--- config.mk ---
export PLATFORM = sky130hd
export DESIGN_NAME = frame_stage_dispatcher
export DESIGN_NICKNAME = d
export VERILOG_FILES = /design/src/design/fsd_pkg.sv /design/src/design/fsd_ctrl.sv /design/src/design/fsd_datapath.sv /design/src/design/frame_stage_dispatcher.sv
export SDC_FILE = /design/constraint.sdc
export NUM_CORES = 1
export LEC_CHECK = 0
export BUFFER_PORTS_ARGS = -buffer_cell sky130_fd_sc_hd__buf_2
export CAP_MARGIN = 20
export CORE_ASPECT_RATIO = 1.25
export CORE_MARGIN = 2
export CORE_UTILIZATION = 25
export DETAILED_ROUTE_END_ITERATION = 6
export PLACE_DENSITY = 0.45
export SETUP_SLACK_MARGIN = 0.4
export SYNTH_ARGS = -nofsm -noshare
export SYNTH_HDL_FRONTEND = slang
export SYNTH_SLANG_ARGS = --single-unit
--- constraint.sdc ---
create_clock -name clk -period 5.5 [get_ports clk]
set_input_delay 0 -clock clk [delete_from_list [all_inputs] [get_ports clk]]
set_output_delay 0 -clock clk [all_outputs]
set_load 0.03 [all_outputs]
--- src/design/fsd_pkg.sv ---
`timescale 1ns / 1ps

package fsd_pkg;

  // Sizing
  localparam int STAGES      = 8;
  localparam int QUEUE_DEPTH = 4;

  localparam int STAGE_W = (STAGES > 1) ? $clog2(STAGES) : 1;
  localparam int IDX_W   = $clog2(STAGES + 1);
  localparam int QPTR_W  = (QUEUE_DEPTH > 1) ? $clog2(QUEUE_DEPTH) : 1;
  localparam int FILL_W  = $clog2(QUEUE_DEPTH + 1);
  localparam int QADDR_W = (STAGES * QUEUE_DEPTH > 1) ? $clog2(STAGES * QUEUE_DEPTH) : 1;

  // Field and register widths
  localparam int FRAME_W    = 8;
  localparam int ACTION_W   = 2;
  localparam int TGT_ID_W   = 4;
  localparam int WARN_W     = 2;
  localparam int COUNT_W    = 4;
  localparam int POLICY_W   = 16;
  localparam int TARGET_W   = 32;
  localparam int CFG_IDX_W  = 2;
  localparam int CFG_DATA_W = 32;

  // Register indexes
  localparam logic [CFG_IDX_W-1:0] CFG_STAGE_COUNT    = 2'd0;
  localparam logic [CFG_IDX_W-1:0] CFG_STAGE_POLICIES = 2'd1;
  localparam logic [CFG_IDX_W-1:0] CFG_STAGE_TARGETS  = 2'd2;

  // Stage policies
  localparam logic [1:0] POL_DROP        = 2'd0;
  localparam logic [1:0] POL_DROP_OLDEST = 2'd1;
  localparam logic [1:0] POL_WAIT        = 2'd2;
  localparam logic [1:0] POL_NO_REPLY    = 2'd3;

  // Result actions
  localparam logic [ACTION_W-1:0] ACT_DISPATCH = 2'd0;
  localparam logic [ACTION_W-1:0] ACT_RELEASE  = 2'd1;
  localparam logic [ACTION_W-1:0] ACT_WARN     = 2'd2;

  // Warning codes
  localparam logic [WARN_W-1:0] W_NONE     = 2'd0;
  localparam logic [WARN_W-1:0] W_CHAIN    = 2'd1;
  localparam logic [WARN_W-1:0] W_UNKNOWN  = 2'd2;
  localparam logic [WARN_W-1:0] W_OVERFLOW = 2'd3;

  typedef enum logic [2:0] {
    ST_IDLE,
    ST_MATCH,
    ST_POP,
    ST_SEND,
    ST_DROP
  } state_t;

  // Controller to datapath
  typedef struct packed {
    logic load;
    logic match;
    logic pop_use;
    logic send;
    logic drop_use;
  } dp_cmd_t;

  // Datapath to controller
  typedef struct packed {
    logic is_return;
    logic found;
    logic queued;
    logic send_pop;
  } dp_status_t;

endpackage

--- src/design/fsd_ctrl.sv ---
`timescale 1ns / 1ps

module fsd_ctrl (
  input  logic                 clk,
  input  logic                 rst,
  input  logic                 start,
  output logic                 busy,
  input  fsd_pkg::dp_status_t  sts,
  output fsd_pkg::dp_cmd_t     ctl
);
  import fsd_pkg::*;

  state_t state;
  state_t state_next;

  // State register
  always_ff @(posedge clk) begin
    if (rst) begin
      state <= ST_IDLE;
    end else begin
      state <= state_next;
    end
  end

  // Next state
  always_comb begin
    state_next = state;
    case (state)
      ST_IDLE: begin
        if (start) state_next = ST_MATCH;
      end
      ST_MATCH: begin
        if (!sts.is_return) state_next = ST_SEND;
        else if (!sts.found) state_next = ST_IDLE;
        else if (sts.queued) state_next = ST_POP;
        else state_next = ST_SEND;
      end
      ST_POP: begin
        state_next = ST_SEND;
      end
      ST_SEND: begin
        state_next = sts.send_pop ? ST_DROP : ST_IDLE;
      end
      ST_DROP: begin
        state_next = ST_IDLE;
      end
      default: begin
        state_next = ST_IDLE;
      end
    endcase
  end

  // Outputs
  always_comb begin
    ctl  = '0;
    busy = 1'b1;
    case (state)
      ST_IDLE: begin
        busy     = 1'b0;
        ctl.load = start;
      end
      ST_MATCH: ctl.match    = 1'b1;
      ST_POP:   ctl.pop_use  = 1'b1;
      ST_SEND:  ctl.send     = 1'b1;
      ST_DROP:  ctl.drop_use = 1'b1;
      default: begin
        busy = 1'b1;
      end
    endcase
  end

  // The pop step is only entered from the match step
  a_pop_after_match: assert property (@(posedge clk) disable iff (rst)
    state == ST_POP |-> $past(state) == ST_MATCH)
    else $error("pop step not preceded by match step");

  // Drop-oldest finish always ends the item
  a_drop_ends: assert property (@(posedge clk) disable iff (rst)
    state == ST_DROP |=> state == ST_IDLE)
    else $error("drop step did not return to idle");

  // At most one datapath command per cycle
  a_cmd_onehot: assert property (@(posedge clk) disable iff (rst)
    $onehot0(ctl))
    else $error("overlapping datapath commands");

endmodule

--- src/design/fsd_datapath.sv ---
`timescale 1ns / 1ps

module fsd_datapath (
  input  logic                             clk,
  input  logic                             rst,
  input  fsd_pkg::dp_cmd_t                 ctl,
  output fsd_pkg::dp_status_t              sts,
  input  logic                             cmd,
  input  logic [fsd_pkg::FRAME_W-1:0]      frame_id,
  input  logic                             cfg_write,
  input  logic [fsd_pkg::CFG_IDX_W-1:0]    cfg_index,
  input  logic [fsd_pkg::CFG_DATA_W-1:0]   cfg_data,
  output logic                             result_valid,
  output logic [fsd_pkg::ACTION_W-1:0]     action,
  output logic [fsd_pkg::TGT_ID_W-1:0]     target,
  output logic [fsd_pkg::FRAME_W-1:0]      out_frame,
  output logic [fsd_pkg::WARN_W-1:0]       warning,
  output logic                             last
);
  import fsd_pkg::*;

  typedef enum logic [2:0] {
    SO_WARN_CHAIN,
    SO_RELEASE,
    SO_DROP_OLDEST,
    SO_PUSH,
    SO_OVERFLOW,
    SO_DISPATCH
  } send_out_t;

  // Configuration
  logic [COUNT_W-1:0]  stage_count;
  logic [POLICY_W-1:0] stage_policies;
  logic [TARGET_W-1:0] stage_targets;

  // Stage and queue state
  logic [STAGES-1:0]  stage_busy;
  logic [FRAME_W-1:0] stage_frame [STAGES];
  logic [FILL_W-1:0]  queue_fill  [STAGES];
  logic [QPTR_W-1:0]  queue_head  [STAGES];
  logic [FRAME_W-1:0] queue_mem   [STAGES * QUEUE_DEPTH];
  logic [FRAME_W-1:0] mem_rdata;

  // Item registers
  logic               cur_cmd;
  logic [FRAME_W-1:0] cur_frame;
  logic [IDX_W-1:0]   idx;
  logic [STAGE_W-1:0] pop_stage;

  // Combinational
  logic [IDX_W-1:0]   eff_n;
  logic               chain_ok;
  logic               found;
  logic [STAGE_W-1:0] found_idx;
  logic [STAGE_W-1:0] q_sel;
  logic [STAGE_W-1:0] s_idx;
  logic [FILL_W-1:0]  sel_fill;
  logic [QPTR_W-1:0]  sel_head;
  logic               sel_full;
  logic [FILL_W:0]    slot_sum;
  logic [QPTR_W-1:0]  push_slot;
  logic [QPTR_W-1:0]  head_inc;
  send_out_t          outcome;
  logic               cfg_hit;
  logic               do_pop;
  logic               do_push;
  logic               ret_hit;
  logic               fill_over;

  logic                emit_en;
  logic [ACTION_W-1:0] emit_action;
  logic [TGT_ID_W-1:0] emit_target;
  logic [FRAME_W-1:0]  emit_frame;
  logic [WARN_W-1:0]   emit_warn;
  logic                emit_last;

  function automatic logic [1:0] policy_at(input logic [POLICY_W-1:0] pols,
                                           input logic [STAGE_W-1:0] s);
    logic [POLICY_W-1:0] sh;
    sh = pols >> {s, 1'b0};
    return sh[1:0];
  endfunction

  function automatic logic [TGT_ID_W-1:0] target_at(input logic [TARGET_W-1:0] tgts,
                                                    input logic [STAGE_W-1:0] s);
    logic [TARGET_W-1:0] sh;
    sh = tgts >> {s, 2'b00};
    return sh[TGT_ID_W-1:0];
  endfunction

  function automatic logic [QADDR_W-1:0] q_addr(input logic [STAGE_W-1:0] s,
                                                input logic [QPTR_W-1:0] slot);
    return QADDR_W'(s) * QADDR_W'(QUEUE_DEPTH) + QADDR_W'(slot);
  endfunction

  // Effective stage count and chain check
  always_comb begin
    if ({1'b0, stage_count} > (COUNT_W + 1)'(STAGES)) eff_n = IDX_W'(STAGES);
    else eff_n = IDX_W'(stage_count);
    chain_ok = (eff_n != '0);
    for (int i = 0; i < STAGES; i++) begin
      if (IDX_W'(i) < eff_n && policy_at(stage_policies, STAGE_W'(i)) == POL_NO_REPLY &&
          IDX_W'(i + 1) != eff_n) chain_ok = 1'b0;
    end
  end

  // Returned frame lookup, lowest stage wins
  always_comb begin
    found     = 1'b0;
    found_idx = '0;
    for (int i = STAGES - 1; i >= 0; i--) begin
      if (IDX_W'(i) < eff_n && stage_busy[i] && stage_frame[i] == cur_frame) begin
        found     = 1'b1;
        found_idx = STAGE_W'(i);
      end
    end
  end

  // Queue pointers of the selected stage
  always_comb begin
    s_idx    = idx[STAGE_W-1:0];
    q_sel    = ctl.match ? found_idx : s_idx;
    sel_fill = queue_fill[q_sel];
    sel_head = queue_head[q_sel];
    sel_full = (sel_fill == FILL_W'(QUEUE_DEPTH));
    slot_sum = (FILL_W + 1)'(sel_head) + (FILL_W + 1)'(sel_fill);
    if (slot_sum >= (FILL_W + 1)'(QUEUE_DEPTH))
      push_slot = QPTR_W'(slot_sum - (FILL_W + 1)'(QUEUE_DEPTH));
    else
      push_slot = QPTR_W'(slot_sum);
    if (sel_head == QPTR_W'(QUEUE_DEPTH - 1)) head_inc = '0;
    else head_inc = sel_head + QPTR_W'(1);
  end

  // Send decision for stage idx
  always_comb begin
    if (!chain_ok) outcome = SO_WARN_CHAIN;
    else if (idx >= eff_n) outcome = SO_RELEASE;
    else if (stage_busy[s_idx]) begin
      case (policy_at(stage_policies, s_idx))
        POL_DROP:        outcome = SO_RELEASE;
        POL_DROP_OLDEST: outcome = sel_full ? SO_DROP_OLDEST : SO_PUSH;
        POL_WAIT:        outcome = sel_full ? SO_OVERFLOW : SO_PUSH;
        default:         outcome = SO_DISPATCH;
      endcase
    end else outcome = SO_DISPATCH;
  end

  assign ret_hit = ctl.match && cur_cmd && found;
  assign do_pop  = (ret_hit && sel_fill != '0) || (ctl.send && outcome == SO_DROP_OLDEST);
  assign do_push = (ctl.send && outcome == SO_PUSH) || ctl.drop_use;
  assign cfg_hit = cfg_write && (cfg_index == CFG_STAGE_COUNT ||
                   cfg_index == CFG_STAGE_POLICIES || cfg_index == CFG_STAGE_TARGETS);

  always_comb begin
    sts.is_return = cur_cmd;
    sts.found     = found;
    sts.queued    = (sel_fill != '0);
    sts.send_pop  = (outcome == SO_DROP_OLDEST);
  end

  // Result selection
  always_comb begin
    emit_en     = 1'b0;
    emit_action = ACT_RELEASE;
    emit_target = '0;
    emit_frame  = cur_frame;
    emit_warn   = W_NONE;
    emit_last   = 1'b1;
    if (ctl.match && cur_cmd && !found) begin
      emit_en   = 1'b1;
      emit_warn = W_UNKNOWN;
    end else if (ctl.pop_use) begin
      emit_en    = 1'b1;
      emit_frame = mem_rdata;
      emit_last  = (outcome == SO_PUSH);
      if (chain_ok) begin
        emit_action = ACT_DISPATCH;
        emit_target = target_at(stage_targets, pop_stage);
      end else begin
        emit_action = ACT_WARN;
        emit_warn   = W_CHAIN;
      end
    end else if (ctl.send) begin
      case (outcome)
        SO_WARN_CHAIN: begin
          emit_en     = 1'b1;
          emit_action = ACT_WARN;
          emit_warn   = W_CHAIN;
        end
        SO_RELEASE: emit_en = 1'b1;
        SO_OVERFLOW: begin
          emit_en   = 1'b1;
          emit_warn = W_OVERFLOW;
        end
        SO_DISPATCH: begin
          emit_en     = 1'b1;
          emit_action = ACT_DISPATCH;
          emit_target = target_at(stage_targets, s_idx);
        end
        default: emit_en = 1'b0;
      endcase
    end else if (ctl.drop_use) begin
      emit_en    = 1'b1;
      emit_frame = mem_rdata;
    end
  end

  // Configuration registers
  always_ff @(posedge clk) begin
    if (rst) begin
      stage_count    <= '0;
      stage_policies <= '0;
      stage_targets  <= '0;
    end else if (cfg_write) begin
      case (cfg_index)
        CFG_STAGE_COUNT:    stage_count    <= cfg_data[COUNT_W-1:0];
        CFG_STAGE_POLICIES: stage_policies <= cfg_data[POLICY_W-1:0];
        CFG_STAGE_TARGETS:  stage_targets  <= cfg_data[TARGET_W-1:0];
        default: ;
      endcase
    end
  end

  // Stage busy flags and queue pointers
  always_ff @(posedge clk) begin
    if (rst || cfg_hit) begin
      stage_busy <= '0;
      for (int i = 0; i < STAGES; i++) begin
        queue_fill[i] <= '0;
        queue_head[i] <= '0;
      end
    end else begin
      if (ret_hit) stage_busy[found_idx] <= 1'b0;
      if (ctl.pop_use && chain_ok) stage_busy[pop_stage] <= 1'b1;
      if (ctl.send && outcome == SO_DISPATCH) stage_busy[s_idx] <= 1'b1;
      if (do_pop) begin
        queue_head[q_sel] <= head_inc;
        queue_fill[q_sel] <= sel_fill - FILL_W'(1);
      end else if (do_push) begin
        queue_fill[q_sel] <= sel_fill + FILL_W'(1);
      end
    end
  end

  // Held frame per stage
  always_ff @(posedge clk) begin
    if (ctl.pop_use && chain_ok) stage_frame[pop_stage] <= mem_rdata;
    if (ctl.send && outcome == SO_DISPATCH) stage_frame[s_idx] <= cur_frame;
  end

  // Queue storage, registered read
  always_ff @(posedge clk) begin
    if (do_push) queue_mem[q_addr(q_sel, push_slot)] <= cur_frame;
    if (do_pop) mem_rdata <= queue_mem[q_addr(q_sel, sel_head)];
  end

  // Item registers
  always_ff @(posedge clk) begin
    if (ctl.load) begin
      cur_cmd   <= cmd;
      cur_frame <= frame_id;
      idx       <= '0;
    end else if (ret_hit) begin
      idx       <= IDX_W'(found_idx) + IDX_W'(1);
      pop_stage <= found_idx;
    end
  end

  // Result beat register
  always_ff @(posedge clk) begin
    if (rst) begin
      result_valid <= 1'b0;
    end else begin
      result_valid <= emit_en;
    end
  end

  always_ff @(posedge clk) begin
    if (emit_en) begin
      action    <= emit_action;
      target    <= emit_target;
      out_frame <= emit_frame;
      warning   <= emit_warn;
      last      <= emit_last;
    end
  end

  always_comb begin
    fill_over = 1'b0;
    for (int i = 0; i < STAGES; i++) begin
      if (queue_fill[i] > FILL_W'(QUEUE_DEPTH)) fill_over = 1'b1;
    end
  end

  a_fill_bound: assert property (@(posedge clk) disable iff (rst)
    !fill_over)
    else $error("queue fill beyond depth");

  a_pop_claims_stage: assert property (@(posedge clk) disable iff (rst)
    ctl.pop_use && chain_ok && !cfg_write |=> stage_busy[$past(pop_stage)])
    else $error("dispatched queue head did not occupy its stage");

  a_dispatch_clean: assert property (@(posedge clk) disable iff (rst)
    result_valid && action == ACT_DISPATCH |-> warning == W_NONE)
    else $error("dispatch beat carries a warning");

endmodule

--- src/design/frame_stage_dispatcher.sv ---
`timescale 1ns / 1ps

// Frame stage dispatcher.
// Input channel: an item (cmd, frame_id) is taken at a rising edge with start
// high and busy low. cmd 0 is a new camera frame, cmd 1 a frame handed back
// by a stage.
// Result channel: each result beat is on action/target/out_frame/warning/last
// for exactly one cycle, marked by result_valid; the receiver cannot stall it.
// An item gives zero, one or two beats; last marks its final beat.
// Config port: cfg_write with cfg_index/cfg_data writes a register (0 stage
// count, 1 policies, 2 targets); any such write clears every
// stage's busy flag and queue. Write only while busy is low.
// Steps: an item passes the match step, then the send step. A returned frame
// that is unknown ends after match; one whose stage has a queued head takes a
// pop step between match and send; a full drop-oldest queue adds a drop step
// after send. busy stays high from the accepting edge until the item's last
// step. A popped head comes through the registered read of the queue memory,
// and each beat is registered from the step that makes it.
// Reset: synchronous; clears config, busy flags and queue fills, no sweep.

module frame_stage_dispatcher (
  input  logic                             clk,
  input  logic                             rst,
  input  logic                             start,
  output logic                             busy,
  input  logic                             cmd,
  input  logic [fsd_pkg::FRAME_W-1:0]      frame_id,
  input  logic                             cfg_write,
  input  logic [fsd_pkg::CFG_IDX_W-1:0]    cfg_index,
  input  logic [fsd_pkg::CFG_DATA_W-1:0]   cfg_data,
  output logic                             result_valid,
  output logic [fsd_pkg::ACTION_W-1:0]     action,
  output logic [fsd_pkg::TGT_ID_W-1:0]     target,
  output logic [fsd_pkg::FRAME_W-1:0]      out_frame,
  output logic [fsd_pkg::WARN_W-1:0]       warning,
  output logic                             last
);
  import fsd_pkg::*;

  dp_cmd_t    ctl;
  dp_status_t sts;

  // Step sequencer
  fsd_ctrl u_ctrl (
    .clk   (clk),
    .rst   (rst),
    .start (start),
    .busy  (busy),
    .sts   (sts),
    .ctl   (ctl)
  );

  // Stage state, queues and result register
  fsd_datapath u_datapath (
    .clk          (clk),
    .rst          (rst),
    .ctl          (ctl),
    .sts          (sts),
    .cmd          (cmd),
    .frame_id     (frame_id),
    .cfg_write    (cfg_write),
    .cfg_index    (cfg_index),
    .cfg_data     (cfg_data),
    .result_valid (result_valid),
    .action       (action),
    .target       (target),
    .out_frame    (out_frame),
    .warning      (warning),
    .last         (last)
  );

endmodule

==> results.ini <==
[pwr]
powerDensity_mw_per_mm2 = 321
finalPower_uw = 8100
vdd_ir_drop_max_mv = 0.219
p_leak_uw = 0.00873

[floorplanning]
core_area_mm2 = 0.0814
dieArea_mm2 = 0.0845
start_util = 0.252
pin_count = 66
die_w_um = 260
die_h_um = 324
placementRows = 117

[global_routing]
grt_overflow = 0
grt_max_degree = 60
grt_pass1_wl_um = 93300
track_usage = 0.150
grt_pass1_vias = 13600
antenna_found_initial = 1

[status]
outcome = finished, final reports clean

[cells_and_area]
fillers = 8191
area_growth_syn_to_layout_pct = 23.0
antenna_cells = 0
final_util = 0.310
fin_nets = 1774
multi_input_area_mm2 = 0.00684
seq_area_mm2 = 0.0133
drive_gt1_frac = 0.240

[placed_design]
io_buffers = 65
place_congestion = 0.822
hpwlAfterDp_um = 44700

[timing]
maxSlewHeadroom = 0.254
setup_tns_ps = 0
finalCriticalPeriod_ps = 4970
fmax_mhz = 201
hold_violations = 0
setup_viol = 0
rsz0062_at_grt = yes
period_share = 0.904
whs_ps = 31.7
tightestPinTransition_ps = 1110
clock_skew_ps = 27.5
slew_viol_final = 0

[routing]
drt-total-wl_um = 64300
vias = 13300
drc = 0
wl_per_cell_um = 22.7
drtIter0Drc = 982
ant_nets = 0
dr.pass1.iters = 5
via_per_inst = 4.71

[synth]
async_reset_ff_frac = 0
syn-num-nets = 1570
ys_seq_area_frac = 0.647
yosys-top-cells-area = edfxtp_1 58%, dfxtp_1 6.6%, mux2i_1 4.9%
synth_seq_cells = 465
ys_warn_count = 0
syn_area_mm2 = 0.0205
synthTopCellsByCount = 397 x edfxtp_1, 167 x nand2_1, 101 x mux2i_1
yosys_most_used_dff = edfxtp_1
synth_most_common_cell = edfxtp_1
ys_types = 76
synth_top_area_cell = edfxtp_1
syn-instance-count = 1516
synth.avg_cell_area_um2 = 13.5
synth_edf_count = 397
yosysTopAreaCellShare = 0.580

[cts]
cts_buffers = 51
clk_latency_ps = 610
tritoncts = done
clk_pin_slew_ps = 60
cts_sinks = 465
cts.path.max_buffers = 3
htree_levels = 2
root_buffer = clkbuf_16

[hold_path]
hold_path.class = primary input to flop

[worst_setup_path]
cp_data_required_time_ps = 5850
critPathMaxFanout = 17
cp-end-kind = flop
arrival_ps = 5320
start_kind = flop
crit_type = flop to flop

[job]
drv_cap = 0

## final cells by class
class,instances,area share
Timing Repair Buffer,247,0.0820
Clock buffer,56,0.0521
Inverter,12,0.00178
Tap cell,1071,0.0531
Multi-Input combinational cell,943,0.271
Clock inverter,34,0.0144
Sequential cell,465,0.526
## stage by stage
step / cell area [µm²] / setup WS [ps] / cells
3_5_place_dp: 22700 / 332 / 2666
3_3_place_gp: 22700 / 311 / 2664
6_report: 25300 / 527 / 2828
2_1_floorplan: 20500 / 544 / 1516
5_1_grt: 25300 / 381 / 2828
4_1_cts: 24900 / 447 / 2807
## state kept, by name (all words and copies together), names as in the netlist, 2 cells and up
register	cells
u_datapath.queue_mem	256
u_datapath.stage_frame	64
u_datapath.stage_targets	32
u_datapath.queue_fill	24
u_datapath.queue_head	16
u_datapath.stage_policies	16
u_datapath.cur_frame	8
u_datapath.mem_rdata	8
u_datapath.out_frame	8
u_datapath.stage_busy	8
u_datapath.idx	4
u_datapath.stage_count	4
u_datapath.target	4
u_ctrl.state	3
u_datapath.pop_stage	3
u_datapath.action	2
u_datapath.warning	2
## cell families after synthesis
| group | after synthesis | share of synthesized area |
|---|---|---|
| buffers and inverters | 108 | 0.0256 |
| DFF | 465 | 0.647 |
| adders and majority gates | 7 | 0.00463 |
| and+or+nand+nor | 440 | 0.104 |
| muxes | 203 | 0.115 |
| AOI/OAI and AO/OA | 222 | 0.0737 |
| xor gates and xnor gates | 71 | 0.0303 |
## what timing repair did
action	in CTS	in global routing
setup endpoints to repair	16	159
gates resized for setup	2	26
pin swaps	1	5
buffers inserted	6	17
cloned	1	2
hold buffers	44	0
hold endpoints to repair	67	0
## power by group
part / internal, µW / total, µW / leakage [µW] / switching (µW)
Clock: 2050 / 3490 / 0.000827 / 1450
Sequential: 3880 / 3910 / 0.00420 / 32.1
Combinational: 289 / 699 / 0.00370 / 411
## path summary, 6_finish.rpt
path / cells after the start / start / end / slack [ps]
worst max register to register: 15 / u_datapath.cur_frame[1]$_DFFE_PP_ / u_datapath.mem_rdata[7]$_DFFE_PP_ / 530
worst max-delay path: 15 / u_datapath.cur_frame[1]$_DFFE_PP_ / u_datapath.mem_rdata[7]$_DFFE_PP_ / 530
worst min register to register: 2 / u_datapath.stage_policies[2]$_SDFFE_PP0P_ / u_datapath.stage_policies[2]$_SDFFE_PP0P_ / 470
worst min-delay path: 3 / rst / u_datapath.result_valid$_SDFF_PP0_ / 30
## worst max-delay path: stages (launching register included)
cell and delay [ps]:
edfxtp_1 520, buf_4 200, xnor2_1 190, nand3_2 140, or4_4 530, o211a_2 160, o211a_1 260, or2_4 320
a211o_1 280, a32oi_4 260, buf_12 180, bufbuf_16 340, mux2_2 390, o2bb2ai_1 150, or4_1 400, or3_1 370
## per-layer routing
metal	part of all wire	track usage	vias to the layer above
met4	0.033	0.0512	2
met3	0.036	0.0191	96
met5	0.00019	0	-
met1	0.41	0.177	6730
li1	-	-	6150
met2	0.53	0.276	342
## layout by cell type (no fill, tap or decap), types with 16 or more instances in the layout
cell / synthesis / layout
buf_2: 21 / 65
nand2_1: 167 / 165
nor2_1: 92 / 91
nor3_1: 27 / 26
buf_4: 8 / 119
mux2_2: 75 / 75
mux2i_1: 101 / 99
o21ai_0: 23 / 23
xor2_1: 16 / 16
o2bb2ai_1: 16 / 16
clkbuf_16: 0 / 54
xnor2_1: 55 / 53
a21oi_1: 65 / 65
nand3_1: 19 / 18
o211ai_1: 20 / 20
or3_1: 25 / 25
o22ai_1: 25 / 24
edfxtp_1: 397 / 397
dlygate4sd3_1: 0 / 44
dfxtp_1: 68 / 68
mux4_2: 18 / 18
Power figures use the tool's default switching activity.
